`config.mk`:
```
export PLATFORM = sky130hd
export DESIGN_NAME = xorshift64_bounded_rng_top
export DESIGN_NICKNAME = d
export VERILOG_FILES = /design/src/design/xbr_pkg.sv /design/src/design/xbr_front.sv /design/src/design/xbr_queue.sv /design/src/design/xbr_back.sv /design/src/design/xorshift64_bounded_rng_top.sv
export SDC_FILE = /design/constraint.sdc
export NUM_CORES = 2
export LEC_CHECK = 0
export ABC_AREA = 0
export BUFFER_PORTS_ARGS = -buffer_cell sky130_fd_sc_hd__buf_4
export CAP_MARGIN = 30
export CORE_MARGIN = 2
export CORE_UTILIZATION = 40
export CTS_BUF_LIST = sky130_fd_sc_hd__clkbuf_16
export DETAILED_ROUTE_END_ITERATION = 16
export PLACE_DENSITY_LB_ADDON = 0.08
export REMOVE_ABC_BUFFERS = 1
export SYNTH_ARGS = -nofsm -noshare
export SYNTH_HDL_FRONTEND = slang
export SYNTH_SLANG_ARGS = --single-unit
export TNS_END_PERCENT = 50
```
`constraint.sdc`:
```
create_clock -name clk -period 12.03 [get_ports clk]
set_input_delay 2.406 -clock clk [delete_from_list [all_inputs] [get_ports clk]]
set_output_delay 2.406 -clock clk [all_outputs]
set_load 0.02 [all_outputs]
```
`src/design/xbr_pkg.sv`:
```
// Package: shared types and constants for the xorshift64 bounded generator.
`timescale 1ns / 1ps

package xbr_pkg;

  localparam int WORD_W = 64;
  localparam int CNT_W  = 6;
  localparam int OP_W   = 2;
  localparam int IN_TDATA_W = 136;

  localparam logic [WORD_W-1:0] DEFAULT_SEED = 64'hDEAD_BEEF_CAFE_BABE;
  localparam int SHIFT_A   = 13;
  localparam int SHIFT_B   = 7;
  localparam int SHIFT_C   = 17;
  localparam int FRAC_DROP = 11;

  localparam logic [CNT_W-1:0] DIV_LAST = CNT_W'(WORD_W - 1);

  typedef enum logic [OP_W-1:0] {
    OP_RAW     = 2'd0,
    OP_BOUNDED = 2'd1,
    OP_FRAC    = 2'd2,
    OP_NONE    = 2'd3
  } xbr_op_t;

  typedef enum logic [1:0] {
    BK_IDLE,
    BK_DIV,
    BK_HOLD
  } xbr_bk_state_t;

  // one classified request between front and back
  typedef struct packed {
    logic              is_mod;  // 1: word needs reduction modulo range, then + low
    logic [WORD_W-1:0] word;    // stepped word, or the finished result
    logic [WORD_W-1:0] low;
    logic [WORD_W-1:0] range;
  } xbr_cmd_t;

  function automatic logic [WORD_W-1:0] xs_step(input logic [WORD_W-1:0] s);
    logic [WORD_W-1:0] x;
    x = s;
    x = x ^ (x << SHIFT_A);
    x = x ^ (x >> SHIFT_B);
    x = x ^ (x << SHIFT_C);
    return x;
  endfunction

endpackage

```
`src/design/xbr_front.sv`:
```
// Front end: holds generator state, accepts requests and classifies them.
`timescale 1ns / 1ps

module xbr_front import xbr_pkg::*; (
  input  logic              clk,
  input  logic              rst,
  input  logic              seed_we,
  input  logic [WORD_W-1:0] seed_wdata,
  input  logic              req_valid,
  output logic              req_ready,
  input  logic [OP_W-1:0]   req_op,
  input  logic [WORD_W-1:0] req_low,
  input  logic [WORD_W-1:0] req_high,
  output logic              cmd_valid,
  input  logic              cmd_ready,
  output xbr_cmd_t          cmd
);

  logic [WORD_W-1:0] rng_state;
  logic [WORD_W-1:0] stepped;
  logic              do_step;
  logic              empty_range;

  assign stepped     = xs_step(rng_state);
  assign empty_range = $signed(req_high) <= $signed(req_low);
  assign req_ready   = cmd_ready;
  assign cmd_valid   = req_valid;

  always_comb begin
    do_step    = 1'b0;
    cmd.is_mod = 1'b0;
    cmd.word   = '0;
    cmd.low    = req_low;
    cmd.range  = req_high - req_low;
    unique case (xbr_op_t'(req_op))
      OP_RAW: begin
        do_step  = 1'b1;
        cmd.word = stepped;
      end
      OP_BOUNDED: begin
        if (empty_range) begin
          cmd.word = req_low;
        end else begin
          do_step    = 1'b1;
          cmd.is_mod = 1'b1;
          cmd.word   = stepped;
        end
      end
      OP_FRAC: begin
        do_step  = 1'b1;
        cmd.word = stepped >> FRAC_DROP;
      end
      default: cmd.word = '0;
    endcase
  end

  always_ff @(posedge clk) begin
    if (rst) begin
      rng_state <= DEFAULT_SEED;
    end else if (seed_we) begin
      rng_state <= (seed_wdata != '0) ? seed_wdata : DEFAULT_SEED;
    end else if (req_valid && cmd_ready && do_step) begin
      rng_state <= stepped;
    end
  end

endmodule

```
`src/design/xbr_queue.sv`:
```
// Two-entry command queue between front and back.
`timescale 1ns / 1ps

module xbr_queue import xbr_pkg::*; (
  input  logic     clk,
  input  logic     rst,
  input  logic     push_valid,
  output logic     push_ready,
  input  xbr_cmd_t push_cmd,
  output logic     pop_valid,
  input  logic     pop,
  output xbr_cmd_t pop_cmd
);

  xbr_cmd_t   slots [2];
  logic       wr_ptr;
  logic       rd_ptr;
  logic [1:0] count;
  logic       do_push;

  assign push_ready = (count != 2'd2);
  assign pop_valid  = (count != 2'd0);
  assign pop_cmd    = slots[rd_ptr];
  assign do_push    = push_valid && push_ready;

  always_ff @(posedge clk) begin
    if (rst) begin
      wr_ptr <= 1'b0;
      rd_ptr <= 1'b0;
      count  <= 2'd0;
    end else begin
      if (do_push) wr_ptr <= ~wr_ptr;
      if (pop)     rd_ptr <= ~rd_ptr;
      count <= count + {1'b0, do_push} - {1'b0, pop};
    end
  end

  always_ff @(posedge clk) begin
    if (do_push) slots[wr_ptr] <= push_cmd;
  end

endmodule

```
`src/design/xbr_back.sv`:
```
// Back end: radix-2 remainder unit and result register.
`timescale 1ns / 1ps

module xbr_back import xbr_pkg::*; (
  input  logic              clk,
  input  logic              rst,
  input  logic              cmd_valid,
  output logic              cmd_pop,
  input  xbr_cmd_t          cmd,
  output logic              res_valid,
  input  logic              res_ready,
  output logic [WORD_W-1:0] res_value
);

  xbr_bk_state_t     state;
  xbr_bk_state_t     state_next;
  logic [WORD_W-1:0] dvd;
  logic [WORD_W-1:0] rem;
  logic [WORD_W-1:0] rem_next;
  logic [WORD_W-1:0] range;
  logic [WORD_W-1:0] low;
  logic [CNT_W-1:0]  cnt;
  logic [WORD_W:0]   trial;

  // one restoring step: bring in the next dividend bit, subtract if it fits
  assign trial = {rem, dvd[WORD_W-1]};
  always_comb begin
    if (trial >= {1'b0, range}) rem_next = WORD_W'(trial - {1'b0, range});
    else                        rem_next = trial[WORD_W-1:0];
  end

  always_comb begin
    state_next = state;
    cmd_pop    = 1'b0;
    res_valid  = 1'b0;
    unique case (state)
      BK_IDLE: begin
        if (cmd_valid) begin
          cmd_pop    = 1'b1;
          state_next = cmd.is_mod ? BK_DIV : BK_HOLD;
        end
      end
      BK_DIV: begin
        if (cnt == DIV_LAST) state_next = BK_HOLD;
      end
      BK_HOLD: begin
        res_valid = 1'b1;
        if (res_ready) state_next = BK_IDLE;
      end
      default: state_next = BK_IDLE;
    endcase
  end

  always_ff @(posedge clk) begin
    if (rst) state <= BK_IDLE;
    else     state <= state_next;
  end

  always_ff @(posedge clk) begin
    if (state == BK_IDLE && cmd_valid) begin
      if (cmd.is_mod) begin
        dvd   <= cmd.word;
        rem   <= '0;
        cnt   <= '0;
        low   <= cmd.low;
        range <= cmd.range;
      end else begin
        res_value <= cmd.word;
      end
    end else if (state == BK_DIV) begin
      dvd <= dvd << 1;
      rem <= rem_next;
      cnt <= cnt + 1'b1;
      if (cnt == DIV_LAST) res_value <= low + rem_next;
    end
  end

endmodule

```
`src/design/xorshift64_bounded_rng_top.sv`:
```
// Top level: xorshift64 generator with raw, bounded and fraction requests.
`timescale 1ns / 1ps
// Flow: each accepted request is queued, then popped by the back end, which registers its
//   result; bounded requests first run the radix-2 remainder loop over all 64 dividend bits.
// Throughput: the back end takes no new request until its result is accepted, and a bounded
//   one holds it through the whole radix-2 remainder loop; the queue lets intake run ahead.
// Reset (rst, synchronous): state loads 0xDEADBEEFCAFEBABE, queue and back end empty.

module xorshift64_bounded_rng_top import xbr_pkg::*; (
  input  logic                  clk,
  input  logic                  rst,
  // seed register: a write reloads the generator; zero picks the default seed
  input  logic                  seed_we,
  input  logic [WORD_W-1:0]     seed_wdata,
  // request stream
  input  logic                  s_axis_tvalid,
  output logic                  s_axis_tready,
  input  logic [IN_TDATA_W-1:0] s_axis_tdata,  // [1:0] op, [65:2] low_bound,
                                               // [129:66] high_bound, rest zero
  // result stream
  output logic                  m_axis_tvalid,
  input  logic                  m_axis_tready,
  output logic [WORD_W-1:0]     m_axis_tdata   // [63:0] value
);

  xbr_cmd_t front_cmd;
  xbr_cmd_t back_cmd;
  logic     front_valid;
  logic     q_ready;
  logic     q_valid;
  logic     q_pop;

  // Front: steps the generator at acceptance, so state order matches request order.
  xbr_front u_front (
    .clk        (clk),
    .rst        (rst),
    .seed_we    (seed_we),
    .seed_wdata (seed_wdata),
    .req_valid  (s_axis_tvalid),
    .req_ready  (s_axis_tready),
    .req_op     (s_axis_tdata[OP_W-1:0]),
    .req_low    (s_axis_tdata[OP_W+WORD_W-1:OP_W]),
    .req_high   (s_axis_tdata[OP_W+2*WORD_W-1:OP_W+WORD_W]),
    .cmd_valid  (front_valid),
    .cmd_ready  (q_ready),
    .cmd        (front_cmd)
  );

  // Queue decouples request intake from the long remainder loop.
  xbr_queue u_queue (
    .clk        (clk),
    .rst        (rst),
    .push_valid (front_valid),
    .push_ready (q_ready),
    .push_cmd   (front_cmd),
    .pop_valid  (q_valid),
    .pop        (q_pop),
    .pop_cmd    (back_cmd)
  );

  // Back: passes finished values through, or reduces word mod range and adds low.
  xbr_back u_back (
    .clk        (clk),
    .rst        (rst),
    .cmd_valid  (q_valid),
    .cmd_pop    (q_pop),
    .cmd        (back_cmd),
    .res_valid  (m_axis_tvalid),
    .res_ready  (m_axis_tready),
    .res_value  (m_axis_tdata)
  );

endmodule

```
======== Word-level counts from Yosys, hierarchy flattened ========
Memory sizes are Yosys's and may differ from the RTL's. A register that Yosys moved wholly into a read port is not among the register bits.
Index checks and enable logic that the tools add are counted.
cells by class
  order comparisons ....................... 2
  $add $sub $neg .......................... 6
  equality and inequality tests ........... 11
  reduce and logical (&&, ||, !) cells .... 15
  multiplexer cells ....................... 34
  bitwise logic cells ..................... 5
operator list
  kind                   number
  $mux W64               15
  $pmux W64 S3           1
  $sub A64 B64 Y64       2
  $xor A64 B64 Y64       2
  $ge A65 B64 Y1         1
  $add A64 B64 Y64       1
  $le A64 B64 Y1         1
  $reduce_bool A64 Y1    1
  $xor A64 B57 Y64       1
  $mux W6                3
  $mux W1                9
  $mux W2                4
  $ne A2 B2 Y1 const B   4
  $reduce_bool A2 Y1     4
  $add A6 B1 Y6 const B  1
  $eq A6 B6 Y1 const B   1
  $pmux W2 S3            1
  $reduce_and A3 Y1      2
  $eq A2 B1 Y1 const B   2
  $eq A2 B2 Y1 const B   2
  $logic_not A2 Y1       2
  $ne A2 B1 Y1 const B   2
  $reduce_and A2 Y1      2
  $logic_and A1 B1 Y1    3
  5 further kinds        6
word-level totals
  output and inout bits ................... 66
  register bits after elaboration ......... 396
  memories kept ........................... 1
  input port bits ......................... 205
  bits in writable memories ............... 386
  word-level logic and storage cells ...... 85
memories
  memory         depth  bits a word  rd ports  clocked after Yosys merged registers in  wr ports  line             text
  u_queue.slots  2      193          1         1                                        1         xbr_queue.sv:15  xbr_cmd_t slots [2];

======== Depth between registers and ports, before layout ========
  depth in word-level cells ............... 6
  depth in mapped cells ................... 31
  mapped depth without buffers ............ 28

======== Cells and area by module ========
A second synthesis with hierarchy kept.
second synthesis, totals
  cells, all modules ...................... 4,244
  area, all modules ....................... 45,245.9 um^2
modules (own cells, without submodules)
  module     cells each  area an instance (um^2)  instances
  xbr_back   2,003       20,043.0                 1
  xbr_queue  629         14,171.1                 1
  xbr_front  1,612       11,031.8                 1

======== Least setup slack after synthesis ========
Ideal clock, no wire load.
  path kind ............................... input -> register
  from .................................... input s_axis_tvalid
  to ...................................... memory u_queue.slots[0][0] (netlist name), enable pin
  arrival time ............................ 10.547 ns
  stages .................................. 2
  library setup time ...................... 0.751 ns
  setup slack ............................. 0.732 ns
  required time ........................... 11.279 ns
  cells stage by stage .................... nand2_1 > nor2_1
between the ends
  longest elaborated chain between the ends .. 3
ends and longest elaborated chain
  what                           line                              text
  start: declaration             xorshift64_bounded_rng_top.sv:16  input logic s_axis_tvalid,
  $logic_and A1 B1 Y1            xbr_queue.sv:24                   assign do_push = push_valid && push_ready;
  $mux W1                        xbr_queue.sv:39                   if (do_push) slots[wr_ptr] <= push_cmd;
  $mux W1 (implied by the code)  xbr_queue.sv:39
  end: declaration               xbr_queue.sv:15
Every way passes these cells.

======== Worst setup path after layout ========
  from .................................... register u_back.rem[17]
  to ...................................... register u_back.res_value[63] (data pin)
between the ends
  longest elaborated chain between the ends .. 6
ends and longest elaborated chain
  what                                                       line            text
  start: declaration                                         xbr_back.sv:18  logic [WORD_W-1:0] rem;
  start signal: assignment                                   xbr_back.sv:72  rem <= rem_next;
  $sub A64 B64 Y64 / $ge A65 B64 Y1 (equally long branches)  xbr_back.sv:28  if (trial >= {1'b0, range}) rem_next = WORD_W'(trial - {1'b0, range});
  $mux W64 *                                                 xbr_back.sv:28
  net u_back.rem_next[22]                                    xbr_back.sv:19  logic [WORD_W-1:0] rem_next;
  $add A64 B64 Y64 *                                         xbr_back.sv:74  if (cnt == DIV_LAST) res_value <= low + rem_next;
  $mux W64 *                                                 xbr_back.sv:74
  $mux W64 *                                                 xbr_back.sv:70  end else if (state == BK_DIV) begin
  $mux W64 *                                                 xbr_back.sv:60  if (state == BK_IDLE && cmd_valid) begin
  end signal: assignment                                     xbr_back.sv:68  res_value <= cmd.word;
  end signal: assignment                                     xbr_back.sv:74
  end: declaration                                           xbr_back.sv:12  output logic [WORD_W-1:0] res_value
Mark *: on every way through the listed nets, which the timed path passes. The rest lies on a longest branch. The select of a mux whose other input is x is not followed.
A chain may end at the register's enable or synchronous reset.

==> flow_metrics.env <==
export IMPL_routed_via_count=32010
export IMPL_worst_slew_pin_transition_ns=0.9786
export IMPL_cts_clk_slew_worst_paths_ns=0.06
export IMPL_criticalPathCategory="reg -> reg"
export IMPL_slowest_stage="sky130_fd_sc_hd__buf_4"
export IMPL_synth_top_family_by_area="compound AO/OA/AOI/OAI gates"
export IMPL_io_pins=271
export IMPL_h_tree_depth=3
export IMPL_synthSimpleGateAreaFrac=0.09387
export IMPL_grt_pass1_wl_um=203400
export IMPL_timing_final_setup_violations=0
export IMPL_detail_route_wirelength_um=139700
export IMPL_dr_wl_cell_um=24.28
export IMPL_drt_pre_antenna_iters=6
export IMPL_port_buffer_count=264
export IMPL_timing_critical_path_required_ns=12.51
export IMPL_period_needed_ns=8.367
export IMPL_starting_density=0.4045
export IMPL_detailed_place_hpwl_um=103600
export IMPL_finalSetupTns_ns=0
export IMPL_post_cts_repair_setup_buffers=0
export IMPL_fp_dieW_um=336.3
export IMPL_synth_edff_count=712
export IMPL_final_fill_count=10150
export IMPL_insertion_delay_ns=0.69
export IMPL_clock_tree_buffer_depth=3
export IMPL_cp_cell_sequence="ha_1 > a21oi_1 > o21ai_0 > o21bai_1 > o311ai_4 > a31oi_2 > a41oi_2 > o211ai_2 > and2_4 > buf_4 > mux2_1 > ha_1 > nand4_1 > or4_4 > a311oi_2 > o2111ai_2 > a21oi_2 > o21ai_2 > o22ai_2 > a41oi_1 > o21ba_1 > xnor3_1 > mux2i_1"
export IMPL_dr_first_iter_drc_count=3076
export IMPL_worst_setup_path_end_kind="register"
export IMPL_postRouteAntennaNets=0
export IMPL_cts_buffers=92
export IMPL_layout_drive_gt1_share=0.1597
export IMPL_cts_hold_buf=0
export IMPL_coreArea_mm2=0.1092
export IMPL_min_delay_path_class="reg -> reg"
export IMPL_post_synth_top_area_fraction=0.4842
export IMPL_die_h_um=336.3
export IMPL_crit_path_max_incr_delay_ns=0.68
export IMPL_rsz0062_at_grt="false"
export IMPL_cell_seen_most_often_among_critical_path_stages="sky130_fd_sc_hd__ha_1"
export IMPL_yosys_area_share_adder=0.05633
export IMPL_post_place_ws_ns=3.703
export IMPL_cts_repair_resize_count=0
export IMPL_number_of_antenna_violations_at_the_first_check_in_global_routing=9
export IMPL_synth_distinct_cells=92
export IMPL_synth_main_ff_cell="sky130_fd_sc_hd__edfxtp_1"
export IMPL_row_count=121
export IMPL_grt_start_max_net_pins=130
export IMPL_crit_arrival_ns=8.85
export IMPL_synthDominantAreaCellType="sky130_fd_sc_hd__edfxtp_1"
export IMPL_groute_usage_overall=0.2437
export IMPL_ys_ff_latch=783
export IMPL_ys_top_cells_by_area="sky130_fd_sc_hd__edfxtp_1, sky130_fd_sc_hd__ha_1, sky130_fd_sc_hd__xnor2_1"
export IMPL_ys_async_sr_fraction=0
export IMPL_via_per_inst=5.565
export IMPL_grt_pass1_vias=30400
export IMPL_remaining_drc_errors=0
export IMPL_worst_slack_ns=3.663
export IMPL_final_period_utilization=0.6955
export IMPL_synthXorXnorAreaFrac=0.06973
export IMPL_cts_tree="yes"
export IMPL_globalplace_congestion=0.9390
export IMPL_synth_seq_area_share=0.5164
export IMPL_area_growth_synth_to_final_pct=14.84
export IMPL_setup_clock_skew_after_layout_ns=0.03797
export IMPL_synth_compound_area_frac=0.1635
export IMPL_upper_clock_frequency_limit_mhz=119.5
export IMPL_avgSynthCellArea_um2=11.04
export IMPL_timing_hold_violations_final=0
export IMPL_final_max_slew_viol_count=0
export IMPL_cts_sinks=783
export IMPL_outcome="finished, final reports clean"
export IMPL_max_cap_viol_count=0
export IMPL_ys_warnings_count=0
export IMPL_finish_cell_count_without_fillers=5752
export IMPL_critPathMaxFanout=53
export IMPL_netlist_area_mm2=0.04416
export IMPL_remaining_global_route_overflow=0
export IMPL_place_inst=5575
export IMPL_ctsRootBufferMaster="sky130_fd_sc_hd__clkbuf_16"
export IMPL_crit_path_start_kind="register"
export IMPL_syn_instance_count=4001
export IMPL_yosys_mux_area_fraction=0.06126
export IMPL_fp_dieArea_mm2=0.1131
export IMPL_final_nets=4595
export IMPL_timing_hold_ws_ns=0.5095
export IMPL_slew_limit_headroom=0.3476
cell usage in the layout, fill, tap and decap left out, types with 30 or more instances in the layout:
cell / n
sky130_fd_sc_hd__nand4_1: 67
sky130_fd_sc_hd__inv_1: 243
sky130_fd_sc_hd__buf_4: 290
sky130_fd_sc_hd__o22ai_1: 56
sky130_fd_sc_hd__xnor2_1: 237
sky130_fd_sc_hd__dfxtp_1: 70
sky130_fd_sc_hd__clkbuf_16: 93
sky130_fd_sc_hd__nand3_1: 53
sky130_fd_sc_hd__xor2_1: 112
sky130_fd_sc_hd__a211oi_1: 32
sky130_fd_sc_hd__nand2_1: 227
sky130_fd_sc_hd__nor3_1: 30
sky130_fd_sc_hd__a31oi_1: 33
sky130_fd_sc_hd__a22oi_1: 50
sky130_fd_sc_hd__mux2_2: 140
sky130_fd_sc_hd__o21bai_1: 48
sky130_fd_sc_hd__o21ai_1: 51
sky130_fd_sc_hd__and2_1: 71
sky130_fd_sc_hd__a21oi_1: 341
sky130_fd_sc_hd__o21ai_0: 180
sky130_fd_sc_hd__ha_1: 194
sky130_fd_sc_hd__a21oi_2: 38
sky130_fd_sc_hd__mux2i_1: 88
sky130_fd_sc_hd__nor2_1: 262
sky130_fd_sc_hd__edfxtp_1: 712
sky130_fd_sc_hd__a21o_1: 118
critical path: cells and delay by family, from the launching register on:
kind                       cells  cell delay, ns
AOI/OAI and AO/OA             14            3.66
xor gates and xnor gates       1            0.32
adders and majority gates      2            0.98
buffers and inverters          1            0.68
DFF                            1            0.42
muxes                          2            0.69
and+or+nand+nor                3            1.38
routing by layer:
metal,track usage,share of wire,routed length [um],vias up
li1,-,-,-,15230
met1,0.3779,0.49,69050,15740
met2,0.3628,0.43,60410,893
met3,0.02359,0.053,7410,146
met4,0.05935,0.020,2818,0
met5,0,0,0,-
path summary, 6_finish.rpt:
path	from	to	slack (ns)	cells past startpoint
worst max register to register	u_back.rem[17]$_SDFFCE_PP0P_	u_back.res_value[63]$_DFFE_PP_	3.66	23
worst min register to register	u_back.dvd[12]$_DFFE_PP_	u_back.dvd[13]$_DFFE_PP_	0.51	2
worst min-delay path	u_back.dvd[12]$_DFFE_PP_	u_back.dvd[13]$_DFFE_PP_	0.51	2
worst max-delay path	u_back.rem[17]$_SDFFCE_PP0P_	u_back.res_value[63]$_DFFE_PP_	3.66	23
cells by family (layout without fill, tap and decap cells):
group | after synthesis | after routing
AO/OA/AOI/OAI | 1125 | 1125
adder cells (fa/ha/maj) | 197 | 197
other | 0 | 5
AND/OR/NAND/NOR | 865 | 865
flip-flops | 783 | 783
XOR/XNOR | 350 | 350
multiplexers | 248 | 248
buffers and inverters | 433 | 703
Yosys cell counts, drive strengths merged, types with 16 or more instances:
cell,number
edfxtp,712
a21oi,380
nor2,266
xnor2,237
o21ai,235
inv,231
nand2,227
ha,194
mux2,160
clkbuf,149
a21o,118
xor2,112
mux2i,88
and2,72
dfxtp,71
nand4,67
o22ai,57
nand3,53
buf,52
a22oi,50
o21bai,48
a31oi,34
a211oi,33
nor3,31
o211ai,30
o21a,25
nor4,24
nor2b,22
nand2b,20
or3,20
or2,17
and3,16
cell type report:
type,count,area (um^2),area share
multi-input combinational,2785,19720,0.3888
clock buffer,93,2327,0.04589
timing repair buffer,299,2342,0.04619
tap,1476,1847,0.03642
antenna,5,12.51,0.0002467
inverter,232,872.1,0.01720
sequential,783,22810,0.4497
clock inverter,79,787.0,0.01552
through the flow:
stage               instance area [um^2]  utilization
global route                       50700       0.4644
CTS                                50700       0.4644
global placement                   47500       0.4351
detailed placement                 47580       0.4359
floorplan                          43310            -
finish                             50710       0.4646
flip-flops by register name, summed over array words and instances, names as in the netlist, 2 cells and up, named ones only:
signal / flops
u_back.state: 2
u_back.rem: 64
u_back.res_value: 64
u_queue.count: 2
u_back.low: 64
u_queue.slots: 386
u_front.rng_state: 64
u_back.cnt: 6
u_back.dvd: 64
u_back.range: 64
Power is left out: the tool's default activity adds up to more than one toggle a clock period on the data nets, which glitch-free logic cannot reach.
